[src/design/mllk_pkg.sv]
// ----------------------------------------------------------------------------
// mllk_pkg
// Shared types, constants and constant tables for the multinomial logit
// log-likelihood accumulator.
// ----------------------------------------------------------------------------
package mllk_pkg;

    // Feature count and queue depth
    localparam int MAX_FEATURES     = 6;
    localparam int NUM_FEATURES_DEF = 6;
    localparam int QUEUE_DEPTH      = 2;

    // Configuration register indexes
    localparam logic [2:0] CFG_IDX_SIGN  = 3'd6;
    localparam logic [2:0] CFG_IDX_LAST  = 3'd5;

    // Sign restriction codes
    localparam logic [1:0] SGN_FREE = 2'd0;
    localparam logic [1:0] SGN_POS  = 2'd1;
    localparam logic [1:0] SGN_NEG  = 2'd2;

    // Fixed-point constants
    localparam logic [30:0] LOG2E_Q30 = 31'h5C551D95;
    localparam logic [29:0] LN2_Q30   = 30'h2C5C85FE;

    // Input row
    typedef struct packed {
        logic signed [31:0] feat_0;
        logic signed [31:0] feat_1;
        logic signed [31:0] feat_2;
        logic signed [31:0] feat_3;
        logic signed [31:0] feat_4;
        logic signed [31:0] feat_5;
        logic               is_chosen;
        logic               set_end;
        logic               data_start;
    } t_in_item;

    // Result of one choice set
    typedef struct packed {
        logic signed [31:0] occasion_term;
        logic signed [47:0] running_total;
        logic               saturated;
    } t_out_item;

    // Request to the exponential unit
    typedef struct packed {
        logic               start;
        logic               wide;
        logic signed [31:0] x;
    } t_exp_req;

    // Response from the exponential unit
    typedef struct packed {
        logic        done;
        logic        sat;
        logic [47:0] val;
    } t_exp_rsp;

    // Coefficient state seen by the datapath
    typedef struct packed {
        logic             busy;
        logic             coef_sat;
        logic [5:0][31:0] eff;
    } t_cfg_state;

    typedef logic [30:0] t_pow_tab [16];

    // Integer square root, used only to build the constant table
    function automatic logic [63:0] f_isqrt(input logic [63:0] v_in);
        logic [63:0] v;
        logic [63:0] r;
        logic [63:0] b;
        v = v_in;
        r = '0;
        b = 64'h4000_0000_0000_0000;
        for (int i = 0; i < 32; i++) begin
            if (b > v) b = b >> 2;
        end
        for (int i = 0; i < 32; i++) begin
            if (b != 64'd0) begin
                if (v >= r + b) begin
                    v = v - (r + b);
                    r = (r >> 1) + b;
                end else begin
                    r = r >> 1;
                end
                b = b >> 2;
            end
        end
        return r;
    endfunction

    // Table of 2^(2^-(j+1)) in Q30 by repeated square roots
    function automatic t_pow_tab f_build_tab();
        t_pow_tab    t;
        logic [63:0] w;
        w = f_isqrt(64'd2 << 60);
        t[0] = w[30:0];
        for (int j = 1; j < 16; j++) begin
            w = f_isqrt({2'b0, w[30:0], 31'b0} >> 1);
            t[j] = w[30:0];
        end
        return t;
    endfunction

    localparam t_pow_tab POW_TAB = f_build_tab();

endpackage

[src/design/mllk_exp.sv]
// ----------------------------------------------------------------------------
// mllk_exp
// Iterative fixed-point exponential: Q16.16 in, unsigned Q16 out, with
// saturation at a 31-bit or a 48-bit limit.
// ----------------------------------------------------------------------------
module mllk_exp (
    input  logic                  i_clk,
    input  logic                  i_rst_n,
    input  mllk_pkg::t_exp_req    i_req,
    output mllk_pkg::t_exp_rsp    o_rsp
);
    import mllk_pkg::*;

    localparam logic [1:0] E_IDLE  = 2'd0;
    localparam logic [1:0] E_MUL   = 2'd1;
    localparam logic [1:0] E_STEP  = 2'd2;
    localparam logic [1:0] E_SHIFT = 2'd3;

    logic [1:0]         r_state;
    logic signed [31:0] r_x;
    logic               r_wide;
    logic signed [17:0] r_k;
    logic [15:0]        r_f;
    logic [3:0]         r_j;
    logic [31:0]        r_acc;
    logic               r_done;
    logic               r_sat;
    logic [47:0]        r_val;

    logic signed [63:0] y;
    logic [63:0]        pr;
    logic [63:0]        pr_rnd;
    logic signed [18:0] sh;
    logic signed [18:0] sneg;
    logic [49:0]        lim;
    logic [49:0]        v;
    logic [63:0]        rnd;
    logic [63:0]        vneg;
    logic               n_sat;
    logic [49:0]        n_val;

    // Scale by log2(e) and one table step
    assign y      = $signed(r_x) * $signed({1'b0, LOG2E_Q30});
    assign pr     = r_acc * POW_TAB[r_j];
    assign pr_rnd = pr + 64'h2000_0000;

    // Final shift by the integer part, with rounding and saturation
    always_comb begin
        sh    = {r_k[17], r_k} - 19'sd14;
        sneg  = -sh;
        lim   = r_wide ? {2'b0, 48'hFFFF_FFFF_FFFF} : 50'h7FFF_FFFF;
        rnd   = 64'd1 << (sneg[5:0] - 6'd1);
        vneg  = ({32'b0, r_acc} + rnd) >> sneg[5:0];
        v     = '0;
        n_sat = 1'b0;
        if (!sh[18]) begin
            if (sh > 19'sd17) begin
                n_sat = 1'b1;
            end else begin
                v = {18'b0, r_acc} << sh[4:0];
            end
        end else if (sneg <= 19'sd32) begin
            v = vneg[49:0];
        end
        if (n_sat || v > lim) begin
            n_sat = 1'b1;
            n_val = lim;
        end else begin
            n_val = v;
        end
    end

    // Sequencer
    always_ff @(posedge i_clk) begin
        if (!i_rst_n) begin
            r_state <= E_IDLE;
            r_done  <= 1'b0;
        end else begin
            r_done <= (r_state == E_SHIFT);
            case (r_state)
                E_IDLE: begin
                    if (i_req.start) begin
                        r_x     <= i_req.x;
                        r_wide  <= i_req.wide;
                        r_state <= E_MUL;
                    end
                end
                E_MUL: begin
                    r_k     <= y[63:46];
                    r_f     <= y[45:30];
                    r_j     <= '0;
                    r_acc   <= 32'h4000_0000;
                    r_state <= E_STEP;
                end
                E_STEP: begin
                    if (r_f[15]) r_acc <= pr_rnd[61:30];
                    r_f <= {r_f[14:0], 1'b0};
                    r_j <= r_j + 4'd1;
                    if (r_j == 4'd15) r_state <= E_SHIFT;
                end
                E_SHIFT: begin
                    r_val   <= n_val[47:0];
                    r_sat   <= n_sat;
                    r_state <= E_IDLE;
                end
                default: r_state <= E_IDLE;
            endcase
        end
    end

    assign o_rsp.done = r_done;
    assign o_rsp.sat  = r_sat;
    assign o_rsp.val  = r_val;

endmodule

[src/design/mllk_cfg.sv]
// ----------------------------------------------------------------------------
// mllk_cfg
// Configuration registers and recomputation of the effective coefficients
// after each write to a coefficient or to the sign register.
// ----------------------------------------------------------------------------
module mllk_cfg #(
    parameter int NUM_FEATURES = mllk_pkg::NUM_FEATURES_DEF
) (
    input  logic                  i_clk,
    input  logic                  i_rst_n,
    input  logic                  i_cfg_valid,
    output logic                  o_cfg_ready,
    input  logic [2:0]            i_cfg_index,
    input  logic [31:0]           i_cfg_data,
    output mllk_pkg::t_cfg_state  o_state
);
    import mllk_pkg::*;

    logic [31:0]      r_raw [MAX_FEATURES];
    logic [11:0]      r_sign;
    logic [5:0][31:0] r_eff;
    logic             r_busy;
    logic             r_wait;
    logic [2:0]       r_i;
    logic             r_sat_acc;
    logic             r_coef_sat;

    t_exp_req         req;
    t_exp_rsp         rsp;
    logic [1:0]       mode;
    logic             wr;
    logic             n_sat_acc;
    logic             step_done;

    mllk_exp u_exp (
        .i_clk   (i_clk),
        .i_rst_n (i_rst_n),
        .i_req   (req),
        .o_rsp   (rsp)
    );

    assign o_cfg_ready = !r_busy;
    assign wr          = i_cfg_valid && !r_busy;
    assign mode        = r_sign[{r_i, 1'b0} +: 2];

    // Exp requests and completion of one coefficient
    always_comb begin
        req.start = r_busy && !r_wait && (mode == SGN_POS || mode == SGN_NEG);
        req.wide  = 1'b0;
        req.x     = $signed(r_raw[r_i]);
        step_done = r_busy && (r_wait ? rsp.done : !req.start);
        n_sat_acc = r_sat_acc;
        if (r_wait && rsp.done && rsp.sat && (32'(r_i) < NUM_FEATURES)) n_sat_acc = 1'b1;
    end

    // Register writes and the recompute sweep
    always_ff @(posedge i_clk) begin
        if (!i_rst_n) begin
            r_busy     <= 1'b0;
            r_wait     <= 1'b0;
            r_i        <= '0;
            r_sat_acc  <= 1'b0;
            r_coef_sat <= 1'b0;
            r_sign     <= '0;
            r_eff      <= '0;
            for (int i = 0; i < MAX_FEATURES; i++) r_raw[i] <= '0;
        end else begin
            if (wr && i_cfg_index <= CFG_IDX_SIGN) begin
                if (i_cfg_index == CFG_IDX_SIGN) r_sign <= i_cfg_data[11:0];
                else                             r_raw[i_cfg_index] <= i_cfg_data;
                r_busy    <= 1'b1;
                r_wait    <= 1'b0;
                r_i       <= '0;
                r_sat_acc <= 1'b0;
            end else if (r_busy) begin
                if (req.start) r_wait <= 1'b1;
                r_sat_acc <= n_sat_acc;
                if (step_done) begin
                    r_wait <= 1'b0;
                    if (r_wait) begin
                        r_eff[r_i] <= (mode == SGN_POS) ? rsp.val[31:0] : -rsp.val[31:0];
                    end else begin
                        r_eff[r_i] <= r_raw[r_i];
                    end
                    if (r_i == CFG_IDX_LAST) begin
                        r_busy     <= 1'b0;
                        r_coef_sat <= n_sat_acc;
                    end else begin
                        r_i <= r_i + 3'd1;
                    end
                end
            end
        end
    end

    assign o_state.busy     = r_busy;
    assign o_state.coef_sat = r_coef_sat;
    assign o_state.eff      = r_eff;

endmodule

[config.mk]
export PLATFORM = sky130hd
export DESIGN_NAME = mllk_cfg
export DESIGN_NICKNAME = d
export VERILOG_FILES = /design/src/design/mllk_pkg.sv /design/src/design/mllk_exp.sv /design/src/design/mllk_cfg.sv
export SDC_FILE = /design/constraint.sdc
export NUM_CORES = 2
export LEC_CHECK = 0
export ABC_AREA = 1
export BUFFER_PORTS_ARGS = -buffer_cell sky130_fd_sc_hd__buf_4
export CORE_ASPECT_RATIO = 0.6
export CORE_MARGIN = 2
export CORE_UTILIZATION = 45
export DETAILED_ROUTE_END_ITERATION = 7
export PLACE_DENSITY = 0.6
export SYNTH_ARGS = -nofsm -noshare
export SYNTH_HDL_FRONTEND = slang
export SYNTH_SLANG_ARGS = --single-unit
[constraint.sdc]
create_clock -name i_clk -period 7.7 [get_ports i_clk]
set_input_delay 0.385 -clock i_clk [delete_from_list [all_inputs] [get_ports i_clk]]
set_output_delay 0.385 -clock i_clk [all_outputs]
set_load 0.01 [all_outputs]
==> flow_summary.toml <==
[timing]
worst_clock_skew_ns = 0.06345
finalMaxSlewViolations = 0
fmax_mhz = 124.3
fin_crit_ns = 8.047
setup-violations-final = 31
post-route-period-util_pct = 104.5
rsz0062_at_grt = "true"
hold_viol = 0
tightest_slew_ns = 1.246
fin_ws_ns = -0.3465
relSlewSlack_pct = 16.06
fin_tns_setup_ns = -5.882

[cells_and_area]
synthToLayoutAreaGrowth_pct = 18.94
finish.utilization_pct = 53.79
nets = 12927
fillers = 17386
drive_gt1_share_pct = 16.82

[status]
violations = "negative setup slack"
outcome = "complete, but fails checks"

[clock_tree]
cts_num_sinks = 608
clk_pin_slew_ns = 0.07
cts_tree = "built"
cts_inserted_buffers = 66
clk_latency_ns = 0.72
h-tree-depth = 3
clock-root-buffer = "clkbuf_16"
clockBufferDepth = 3

[floorplanning]
core-area_um2 = 184100
die_h_um = 337.2
die_area_um2 = 188600
fp-row-count = 122
start_util_pct = 45.22
dieWidth_um = 559.3
pin_count = 233

[synthesis]
synth-adder-area-share_pct = 41.66
syn-instance-count = 10086
yosys.area.top_type = "fa_1"
synth_top_family_by_area = "adder cells"
synth_commonest_cells = "inv_1, nand2_1, fa_1"
synth_edf_count = 391
ys_ff_latch = 608
yosysMostFrequentCell = "inv_1"
synthTopCellsByArea = "fa_1, edfxtp_1, ha_1, inv_1, nand2_1"
synthXorXnorAreaFrac_pct = 1.037
syn_area_um2 = 83250
synth-compound-area-share_pct = 9.225
ys_warn_count = 0
ys_types = 66
async_flop_share_pct = 0
muxShareOfSynthArea_pct = 0.3517
yosys.area_share.simple_pct = 16.71
synth_flop_cell = "edfxtp_1"
ys_seq_area_share_pct = 19.32
syn_area_per_cell_um2 = 8.254
synth_top_area_share_pct = 30.90

[setup_path]
critPathMaxStageDelay_ns = 0.57
critPathRequiredTime_ns = 8.25
critPathLaunchType = "register"
end_kind = "register"
crit_buf_inv = 11
path_common_cell = "fa_1"
path_class = "reg -> reg"
crit_family = "adder cells"
cp.arrival_ns = 8.60
cp_slowest_cell = "fa_1"
crit_fanout = 6

[place]
port_buffers = 232
place.gp.congestion = 1.035
hpwl_um = 285400

[route]
ant_nets = 0
first_pass_iters = 7
drc = 0
vias = 73808
wl_um = 344300
post_drt_wl_per_cell_um = 25.64
viasPerCell = 5.498
drt-initial-drc-count = 9068

[grt]
grt_overflow_total = 0
grt_first_pass_wirelength_um = 497700
antenna_found_initial = 9
grt_pass1_vias = 72101
grt_usage_pct = 36.28
grt_start_max_net_pins = 91

[job]
drv_cap = 0

[hold_path]
hold_class = "in -> reg"
flip-flops by register name (all words and copies together), names as in the netlist, named ones only:
signal         count
r_raw            256
o_state          192
u_exp.r_acc       32
u_exp.r_val       32
u_exp.r_x         32
u_exp.r_k         18
u_exp.r_f         16
r_sign            12
u_exp.r_j          4
r_i                3
u_exp.r_state      2
r_busy             1
r_coef_sat         1
r_sat_acc          1
r_wait             1
u_exp.r_done       1
u_exp.r_sat        1
area by class of cell:
| type | instances | area (µm²) | share of cell area [%] |
|---|---|---|---|
| antenna | 5 | 12.51 | 0.01264 |
| sequential | 608 | 16090 | 16.25 |
| clock buffer | 84 | 1851 | 1.869 |
| tap | 2480 | 3103 | 3.134 |
| timing repair buffer | 1113 | 9816 | 9.913 |
| clock inverter | 36 | 324.1 | 0.3273 |
| multi-input combinational | 6985 | 59840 | 60.43 |
| inverter | 2114 | 7986 | 8.065 |
metal layers:
layer | share of wire (%) | track usage, % | up-vias
li1 | - | - | 32812
met4 | 1.8 | 5.906 | 14
met5 | 0.20 | 2.250 | -
met2 | 35 | 43.32 | 4107
met3 | 17 | 18.22 | 388
met1 | 46 | 56.62 | 36487
repair_timing:
action                                  4_1_cts  5_1_grt
resized for setup                           499      265
buffers inserted                             66       44
hold buffers                                 16        0
hold endpoints to repair                     16        0
endpoints found under the setup margin       32       45
pin swaps                                   218      171
cloned                                        5        3
logic make-up (layout without fill, tap and decap cells):
logic type | after synthesis | in the layout
other cells | 1 | 70
simple gates | 3371 | 3371
flops | 608 | 608
buf+inv | 2557 | 3347
xor+xnor | 96 | 96
mux | 29 | 29
compound gates | 1423 | 1423
fa+ha+maj | 2001 | 2001
per-stage QoR:
stage	setup slack [ns]	std cells	area (µm²)	hold WS, ns
floorplan	0.01905	10150	83510	0.4557
global placement	-0.9084	13178	93080	0.4553
detailed placement	-0.8875	13178	93080	0.4555
finish	-0.3465	13425	99020	0.03919
global route	-0.5918	13421	99010	0.03991
CTS	-0.2895	13378	97720	0.003879
cells in the final DEF, fill, tap and decap left out, drive strengths merged, types with 4 or more instances in the layout:
| cell | netlist | final |
|---|---|---|
| nand3b | 12 | 12 |
| o21a | 30 | 30 |
| o21ai | 689 | 689 |
| buf | 96 | 1093 |
| or2 | 33 | 33 |
| nor4 | 12 | 12 |
| a31oi | 39 | 39 |
| nor3 | 76 | 76 |
| o221ai | 11 | 11 |
| nand3 | 434 | 434 |
| fa | 1285 | 1285 |
| edfxtp | 391 | 391 |
| o211ai | 14 | 14 |
| nand4 | 39 | 39 |
| a21o | 18 | 18 |
| clkbuf | 347 | 87 |
| a221oi | 7 | 7 |
| inv | 2103 | 2112 |
| xor2 | 59 | 59 |
| diode | 0 | 5 |
| dlygate4sd3 | 0 | 16 |
| dfxtp | 217 | 217 |
| a21oi | 478 | 478 |
| a21boi | 9 | 9 |
| o21bai | 38 | 38 |
| clkinv | 11 | 36 |
| o2111ai | 4 | 4 |
| nor2 | 941 | 941 |
| mux2i | 27 | 27 |
| nand2 | 1818 | 1818 |
| a211oi | 6 | 6 |
| xnor2 | 37 | 37 |
| conb | 1 | 65 |
| ha | 716 | 716 |
| o22ai | 66 | 66 |
worst paths after layout:
path                                     start              end  slack [ns]  cells past startpoint
worst max-delay path              u_exp.r_j[1]  u_exp.r_acc[26]       -0.35                     38
worst min-delay path            i_cfg_data[21]     r_raw[4][21]        0.04                      3
worst max register to register    u_exp.r_j[1]  u_exp.r_acc[26]       -0.35                     38
worst min register to register     o_state[55]      o_state[55]        0.47                      2
tightest hold or removal path: stages:
cell    delay, ns
buf_4        0.08
inv_1        0.06
nor2_1       0.10
Power is left out: the tool's default activity adds up to more than one toggle a clock period on the data nets, which glitch-free logic cannot reach.
