### src/design/mllk_pkg.sv
// ----------------------------------------------------------------------------
// mllk_pkg
// Shared types, constants and constant tables for the multinomial logit
// log-likelihood accumulator.
// ----------------------------------------------------------------------------
package mllk_pkg;

    // Feature count and queue depth
    localparam int MAX_FEATURES     = 6;
    localparam int NUM_FEATURES_DEF = 6;
    localparam int QUEUE_DEPTH      = 2;

    // Configuration register indexes
    localparam logic [2:0] CFG_IDX_SIGN  = 3'd6;
    localparam logic [2:0] CFG_IDX_LAST  = 3'd5;

    // Sign restriction codes
    localparam logic [1:0] SGN_FREE = 2'd0;
    localparam logic [1:0] SGN_POS  = 2'd1;
    localparam logic [1:0] SGN_NEG  = 2'd2;

    // Fixed-point constants
    localparam logic [30:0] LOG2E_Q30 = 31'h5C551D95;
    localparam logic [29:0] LN2_Q30   = 30'h2C5C85FE;

    // Input row
    typedef struct packed {
        logic signed [31:0] feat_0;
        logic signed [31:0] feat_1;
        logic signed [31:0] feat_2;
        logic signed [31:0] feat_3;
        logic signed [31:0] feat_4;
        logic signed [31:0] feat_5;
        logic               is_chosen;
        logic               set_end;
        logic               data_start;
    } t_in_item;

    // Result of one choice set
    typedef struct packed {
        logic signed [31:0] occasion_term;
        logic signed [47:0] running_total;
        logic               saturated;
    } t_out_item;

    // Request to the exponential unit
    typedef struct packed {
        logic               start;
        logic               wide;
        logic signed [31:0] x;
    } t_exp_req;

    // Response from the exponential unit
    typedef struct packed {
        logic        done;
        logic        sat;
        logic [47:0] val;
    } t_exp_rsp;

    // Coefficient state seen by the datapath
    typedef struct packed {
        logic             busy;
        logic             coef_sat;
        logic [5:0][31:0] eff;
    } t_cfg_state;

    typedef logic [30:0] t_pow_tab [16];

    // Integer square root, used only to build the constant table
    function automatic logic [63:0] f_isqrt(input logic [63:0] v_in);
        logic [63:0] v;
        logic [63:0] r;
        logic [63:0] b;
        v = v_in;
        r = '0;
        b = 64'h4000_0000_0000_0000;
        for (int i = 0; i < 32; i++) begin
            if (b > v) b = b >> 2;
        end
        for (int i = 0; i < 32; i++) begin
            if (b != 64'd0) begin
                if (v >= r + b) begin
                    v = v - (r + b);
                    r = (r >> 1) + b;
                end else begin
                    r = r >> 1;
                end
                b = b >> 2;
            end
        end
        return r;
    endfunction

    // Table of 2^(2^-(j+1)) in Q30 by repeated square roots
    function automatic t_pow_tab f_build_tab();
        t_pow_tab    t;
        logic [63:0] w;
        w = f_isqrt(64'd2 << 60);
        t[0] = w[30:0];
        for (int j = 1; j < 16; j++) begin
            w = f_isqrt({2'b0, w[30:0], 31'b0} >> 1);
            t[j] = w[30:0];
        end
        return t;
    endfunction

    localparam t_pow_tab POW_TAB = f_build_tab();

endpackage

### src/design/mllk_front.sv
// ----------------------------------------------------------------------------
// mllk_front
// Front end: accepts rows and holds them in a short queue for the datapath.
// ----------------------------------------------------------------------------
module mllk_front (
    input  logic                  i_clk,
    input  logic                  i_rst_n,
    input  logic                  i_in_valid,
    output logic                  o_in_stall,
    input  mllk_pkg::t_in_item    i_in_data,
    input  logic                  i_pop,
    output logic                  o_head_valid,
    output mllk_pkg::t_in_item    o_head
);
    import mllk_pkg::*;

    localparam int PW = $clog2(QUEUE_DEPTH);

    t_in_item      r_mem [QUEUE_DEPTH];
    logic [PW-1:0] r_wr;
    logic [PW-1:0] r_rd;
    logic [PW:0]   r_cnt;
    logic          push;
    logic          pop;

    assign o_in_stall   = (r_cnt == (PW+1)'(QUEUE_DEPTH));
    assign push         = i_in_valid && !o_in_stall;
    assign o_head_valid = (r_cnt != '0);
    assign pop          = i_pop && o_head_valid;
    assign o_head       = r_mem[r_rd];

    // Queue storage
    always_ff @(posedge i_clk) begin
        if (push) r_mem[r_wr] <= i_in_data;
    end

    // Pointers and fill count
    always_ff @(posedge i_clk) begin
        if (!i_rst_n) begin
            r_wr  <= '0;
            r_rd  <= '0;
            r_cnt <= '0;
        end else begin
            if (push) r_wr <= (r_wr == PW'(QUEUE_DEPTH-1)) ? '0 : r_wr + 1'b1;
            if (pop)  r_rd <= (r_rd == PW'(QUEUE_DEPTH-1)) ? '0 : r_rd + 1'b1;
            if (push && !pop)      r_cnt <= r_cnt + 1'b1;
            else if (pop && !push) r_cnt <= r_cnt - 1'b1;
        end
    end

endmodule

### config.mk
export PLATFORM = sky130hd
export DESIGN_NAME = mllk_front
export DESIGN_NICKNAME = d
export VERILOG_FILES = /design/src/design/mllk_pkg.sv /design/src/design/mllk_front.sv
export SDC_FILE = /design/constraint.sdc
export NUM_CORES = 1
export LEC_CHECK = 0
export BUFFER_PORTS_ARGS = -buffer_cell sky130_fd_sc_hd__buf_2
export CAP_MARGIN = 20
export CORE_AREA = 3 3 171 173
export CTS_BUF_LIST = sky130_fd_sc_hd__clkbuf_8
export CTS_CLUSTER_DIAMETER = 50
export DETAILED_ROUTE_END_ITERATION = 6
export DIE_AREA = 0 0 174 176
export GPL_ROUTABILITY_DRIVEN = 1
export PLACE_DENSITY = 0.78
export SLEW_MARGIN = 20
export SYNTH_ARGS = -nofsm -noshare
export SYNTH_HDL_FRONTEND = slang
export SYNTH_SLANG_ARGS = --single-unit
### constraint.sdc
create_clock -name i_clk -period 10.69 [get_ports i_clk]
set_input_delay 1.6035 -clock i_clk [delete_from_list [all_inputs] [get_ports i_clk]]
set_output_delay 1.6035 -clock i_clk [all_outputs]
set_load 0.02 [all_outputs]
==> run_results.csv, run 1 <==
group,metric,value,unit
cts,clkLatencyLatePin,0.58,ns
setup_path,worstPathMaxFanout,63,
final_layout,area_delta_synth_final,22.6,%
cts,clock-sinks,395,
global_route,antenna_found_initial,10,
timing,fin_setup_tns,0,ns
timing,min_period,5.32,ns
power,p_per_area,242,nW/um2
global_route,grt_pass1_vias,7771,
placed_design,gp_congestion,0.773,
placed_design,portBuffers,395,
floorplanning,rows,61,
cts,ctsHoldBuffers,0,
cts,htree_levels,2,
timing,max_slew.worst_pin.slew,1.07,ns
setup_path,reg2reg_depth,5,
global_route,grt_max_degree,78,
status,status,"finished, final reports clean",
floorplanning,fp.coreArea,27800,um2
synthesis,async_flop_share,0,
routing,drtIter0Drc,546,
cts,clockRootBuffer,"clkbuf_8",
floorplanning,num_io_pins,396,
synthesis,synth.cell_area,14900,um2
placed_design,dp_cells,1391,
synthesis,ys_top_cells_by_area,"edfxtp_1 78%, mux2_4 15%, mux2_2 3.4%",
synthesis,ys_seq_elements,395,
placed_design,place_hpwl,20900,um
setup_path,r2r-end,"r_mem[0][127]",
timing,slew_headroom,0.288,
routing,viasPerCell,5.07,
floorplanning,start_util,0.537,
setup_path,r2r_setup_slack,7.76,ns
final_layout,num-nets-final,1275,
final_layout,layoutNonFillerInstCount,1503,
routing,ant_nets,0,
flow_run,max-cap-violations,0,
timing,rsz0062_at_grt,"no",
cts,postCtsSetupRepairBufs,0,
setup_path,regToRegStartpoint,"r_cnt[0]",
synthesis,synth-seq-area-share,0.791,
final_layout,final_cell_mix,"395 x buf_2, 390 x edfxtp_1, 150 x mux2_4",
timing,fin_crit_sh,0.497,
hold_path,hold-path-cell-count,2,
floorplanning,die_width,174,um
synthesis,netlist.area_leader.share,0.784,
synthesis,synth_edf_count,390,
floorplanning,die-area,30600,um2
routing,route.detailed.drc,0,
floorplanning,chipHeight,176,um
final_layout,fillCellCount,1965,
global_route,grt_pass1_wl,44900,um
routing,routedWlPerCell,20.3,um
setup_path,cp_data_arrival_time,3.71,ns
synthesis,synth_area_leader_cell,"edfxtp_1",
final_layout,layout_commonest_cell,"buf_2",
power,p_leak,7.21,nW
cts,clk_path_buf_depth,3,
timing,finalSetupViolCount,0,
timing,whs,0.518,ns
cts,cts_resized,0,
synthesis,yosys_warnings,0,
synthesis,postSynthAreaPerCell,23.6,um2
global_route,grt-ovfl-total,0,
setup_path,worstSetupPathType,"flip-flop to output pin",
synthesis,ys_types,22,
cts,cts_tree,"yes",
final_layout,drive_gt1_frac,0.603,
hold_path,min-delay-start,"r_cnt[1]",
routing,num_vias,7624,
hold_path,min_to,"r_cnt[1]",
routing,wl,30500,um
timing,hold_viol,0,
hold_path,hp-class,"flip-flop to flip-flop",
routing,first_pass_iters,5,
timing,fin_worst_skew,0.0139,ns
cts,cts_inserted_buffers,60,
cts,clkTransAtPathRegs,0.06,ns
setup_path,cp.required,9.09,ns
synthesis,mappedNetlistNets,832,
synthesis,synthCells,632,
synthesis,synth_flop_cell,"edfxtp_1",
timing,max_freq,0.188,GHz
setup_path,worst_setup_path_start_kind,"flip-flop",
setup_path,worstSetupEndpointType,"output pin",
global_route,grt_usage,0.190,
power,irDropWorstVdd,151,uV
timing,final_max_slew_viol_count,0,
## per-stage QoR
step / setup WS [ns] / cell area (um2) / power, W / utilization
2_1_floorplan: 0.817 / 14900 / 0.00308 / -
3_3_place_gp: 6.00 / 17200 / 0.00338 / 0.620
3_5_place_dp: 5.94 / 17200 / 0.00341 / 0.620
4_1_cts: 5.30 / 18300 / 0.00448 / 0.658
5_1_grt: 5.19 / 18300 / 0.00462 / 0.659
6_report: 5.37 / 18300 / 0.00443 / 0.659
## worst max-delay path by stage
stage,end,cells past startpoint
3_3_place_gp,o_head[37],4
2_1_floorplan,r_mem[0][0],2
6_report,o_head[88],4
3_5_place_dp,o_head[61],4
5_1_grt,o_head[60],4
4_1_cts,o_head[61],4
## flip-flops by register name (all words and copies together), names as in the netlist, named ones only
name	count
r_wr	1
r_cnt	2
r_rd	1
r_mem	390
## worst max-delay path, stage by stage, from the launching register on
cell,delay [ns]
dfxtp_4,0.79
buf_4,0.91
buf_4,0.81
mux2_4,0.36
buf_2,0.16
## logic make-up after synthesis
group | synth area share
DFF | 0.791
muxes | 0.185
buffers and inverters | 0.0154
and+or+nand+nor | 0.00386
AOI/OAI and AO/OA | 0.00218
xor gates and xnor gates | 0.00176
adders and majority gates | 0.000838
## layout make-up
type                    count  area, um2  share of cell area
repair buffers            403       2040               0.111
diodes                      4       10.0            0.000547
well taps                 378        473              0.0258
clock inverters            45        188              0.0103
flip-flops and latches    395      11800               0.646
multi-input cells         213       2900               0.158
inverters                   2       7.51            0.000410
clock buffers              63        867              0.0474
## per-layer routing
metal | up-vias | track usage | wire length, um
met2 | 368 | 0.316 | 15200
met4 | 12 | 0.0617 | 761
met3 | 71 | 0.0628 | 2690
li1 | 3423 | - | -
met1 | 3750 | 0.238 | 11800
met5 | - | 0 | 76
## power breakdown
| part | leakage (nW) | switching, W | internal, W |
|---|---|---|---|
| sequential | 3.68 | 0.0000792 | 0.00195 |
| clock | 0.628 | 0.000527 | 0.000542 |
| combinational | 2.90 | 0.000756 | 0.000577 |
| total | 7.21 | 0.00136 | 0.00307 |
## synth_stat cells (2+ instances only)
cell type  count
mux2_2        45
xnor2_1        2
buf_6         18
dfxtp_1        5
and2_1         3
edfxtp_1     390
buf_2          4
inv_1          2
mux2_4       150
No activity file was read; power rests on OpenSTA's default activity.
==> run 2: changes to the inputs <==
--- a/config.mk
+++ b/config.mk
@@ -7,13 +7,13 @@
 export LEC_CHECK = 0
 export BUFFER_PORTS_ARGS = -buffer_cell sky130_fd_sc_hd__buf_2
 export CAP_MARGIN = 20
-export CORE_AREA = 3 3 171 173
+export CORE_AREA = 3 3 179 181
 export CTS_BUF_LIST = sky130_fd_sc_hd__clkbuf_8
 export CTS_CLUSTER_DIAMETER = 50
 export DETAILED_ROUTE_END_ITERATION = 6
-export DIE_AREA = 0 0 174 176
+export DIE_AREA = 0 0 182 184
 export GPL_ROUTABILITY_DRIVEN = 1
-export PLACE_DENSITY = 0.78
+export PLACE_DENSITY = 0.74
 export SLEW_MARGIN = 20
 export SYNTH_ARGS = -nofsm -noshare
 export SYNTH_HDL_FRONTEND = slang
==> constraint.sdc (replaced) <==
create_clock -name i_clk -period 4.7 [get_ports i_clk]
set_input_delay 0.705 -clock i_clk [delete_from_list [all_inputs] [get_ports i_clk]]
set_output_delay 0.705 -clock i_clk [all_outputs]
set_load 0.02 [all_outputs]
==> run 2 against run 1 <==
Worst hold slack got worse by 0.21 ns. Critical path depth down 1. Highest routed layer unchanged. Combinational power grew 130%. Non-clock buffer count grew 9. Critical path type unchanged. Via count fell by 1.4%. Critical endpoint is now o_head[59]. Clock power up 130%.
==> run_results.csv, run 2 (synthesis gave the netlist of run 1 again) <==
group,metric,value,unit
final_layout,layout_commonest_cell,"buf_2",
floorplanning,fp.coreArea,30600,um2
power,irDropWorstVdd,625,uV
floorplanning,start_util,0.488,
routing,drtIter0Drc,459,
final_layout,reg_top3,"r_mem x390, r_cnt x2",
power,p_per_area,551,nW/um2
final_layout,largest_register_ffs,390,
cts,cts_tree,"yes",
timing,finalSetupViolCount,0,
placed_design,portBuffers,395,
setup_path,worst_setup_path_start_kind,"flip-flop",
setup_path,cp_data_arrival_time,2.46,ns
cts,htree_levels,2,
cts,postCtsSetupRepairBufs,0,
final_layout,final_cell_mix,"395 x buf_2, 390 x edfxtp_1, 150 x mux2_4",
floorplanning,die-area,33500,um2
timing,max_slew.worst_pin.slew,0.997,ns
cts,ctsHoldBuffers,0,
timing,fin_worst_skew,0.0106,ns
cts,clkLatencyLatePin,0.58,ns
timing,slew_headroom,0.335,
final_layout,largest-register,"r_mem",
routing,wl_met3,2670,um
floorplanning,chipHeight,184,um
global_route,grt_pass1_wl,44600,um
global_route,grt_usage,0.172,
final_layout,num-nets-final,1284,
cts,clockRootBuffer,"clkbuf_8",
cts,cts_inserted_buffers,60,
routing,wl,30300,um
cts,clk_path_buf_depth,3,
final_layout,area_delta_synth_final,23.7,%
routing,wl_met2,15300,um
floorplanning,rows,64,
power,total_power,0.0102,W
status,status,"finished, final reports clean",
timing,rsz0062_at_grt,"no",
routing,wl_met1,11500,um
setup_path,worstSetupEndpointType,"output pin",
placed_design,gp_congestion,0.772,
routing,routedWlPerCell,19.8,um
hold_path,hp-class,"input port to flip-flop",
routing,viasPerCell,4.92,
flow_run,max-cap-violations,0,
timing,final_max_slew_viol_count,0,
final_layout,final_util,0.604,
timing,min_period,3.16,ns
global_route,grt_max_degree,101,
routing,first_pass_iters,5,
floorplanning,num_io_pins,396,
final_layout,drive_gt1_frac,0.610,
cts,cts_resized,0,
global_route,grt_pass1_vias,7804,
placed_design,place_hpwl,20900,um
setup_path,cp.required,3.99,ns
routing,num_vias,7516,
final_layout,layoutNonFillerInstCount,1527,
global_route,antenna_found_initial,6,
final_layout,ff_latch_area,11800,um2
timing,max_freq,0.316,GHz
timing,fin_crit_sh,0.673,
placed_design,dp_cells,1418,
final_layout,fillCellCount,2264,
routing,routed.top_layer,"met5",
setup_path,worstSetupPathType,"flip-flop to output pin",
floorplanning,die_width,182,um
global_route,grt-ovfl-total,0,
cts,clkTransAtPathRegs,0.06,ns
cts,clock-sinks,395,
setup_path,worstPathMaxFanout,46,
power,p_leak,7.25,nW
routing,ant_nets,0,
timing,hold_viol,0,
routing,route.detailed.drc,0,
final_layout,multiInputGateArea,2900,um2
## run 2: worst max-delay path, cell delays in order (launching register included)
cell and delay (ns):
dfxtp_4 0.85, buf_4 0.48, mux2_4 0.33, buf_2 0.16
## run 2: metal layers
metal / up-vias / global-route usage
li1: 3436 / -
met2: 347 / 0.294
met5: - / 0
met1: 3669 / 0.211
met3: 60 / 0.0526
met4: 4 / 0.0597
## run 2: layout make-up
| cell class | instances | share of cell area |
|---|---|---|
| antenna | 4 | 0.000542 |
| timing repair buffer | 412 | 0.117 |
| multi-input combinational | 213 | 0.157 |
| clock inverter | 44 | 0.0119 |
| sequential | 395 | 0.640 |
| inverter | 2 | 0.00108 |
| clock buffer | 61 | 0.0455 |
| tap | 396 | 0.0268 |
## run 2: path summary, 6_finish.rpt
kind | start | cells past startpoint | end | slack (ns)
worst min register to register | r_cnt[1] | 2 | r_cnt[1] | 0.53
worst max register to register | r_cnt[0] | 3 | r_mem[1][105] | 2.42
worst max-delay path | flip-flop | 3 | o_head[59] | 1.54
worst min-delay path | i_in_data[37] | 1 | r_mem[1][37] | 0.31
## run 2: per-stage QoR
stage / TNS (ns) / hold slack (ns) / setup slack, ns / cell area, um2
detailed placement: 0 / 0.517 / 2.07 / 17400
CTS: 0 / 0.256 / 1.41 / 18500
floorplan: -220.76 / 0.479 / -1.13 / 14900
global route: 0 / 0.261 / 1.36 / 18500
finish: 0 / 0.312 / 1.54 / 18500
global placement: 0 / 0.495 / 2.09 / 17400
## run 2: where the power goes
part	internal (W)	total, W	switching [W]
clock	0.00126	0.00248	0.00122
sequential	0.00443	0.00461	0.000181
combinational	0.00135	0.00309	0.00174
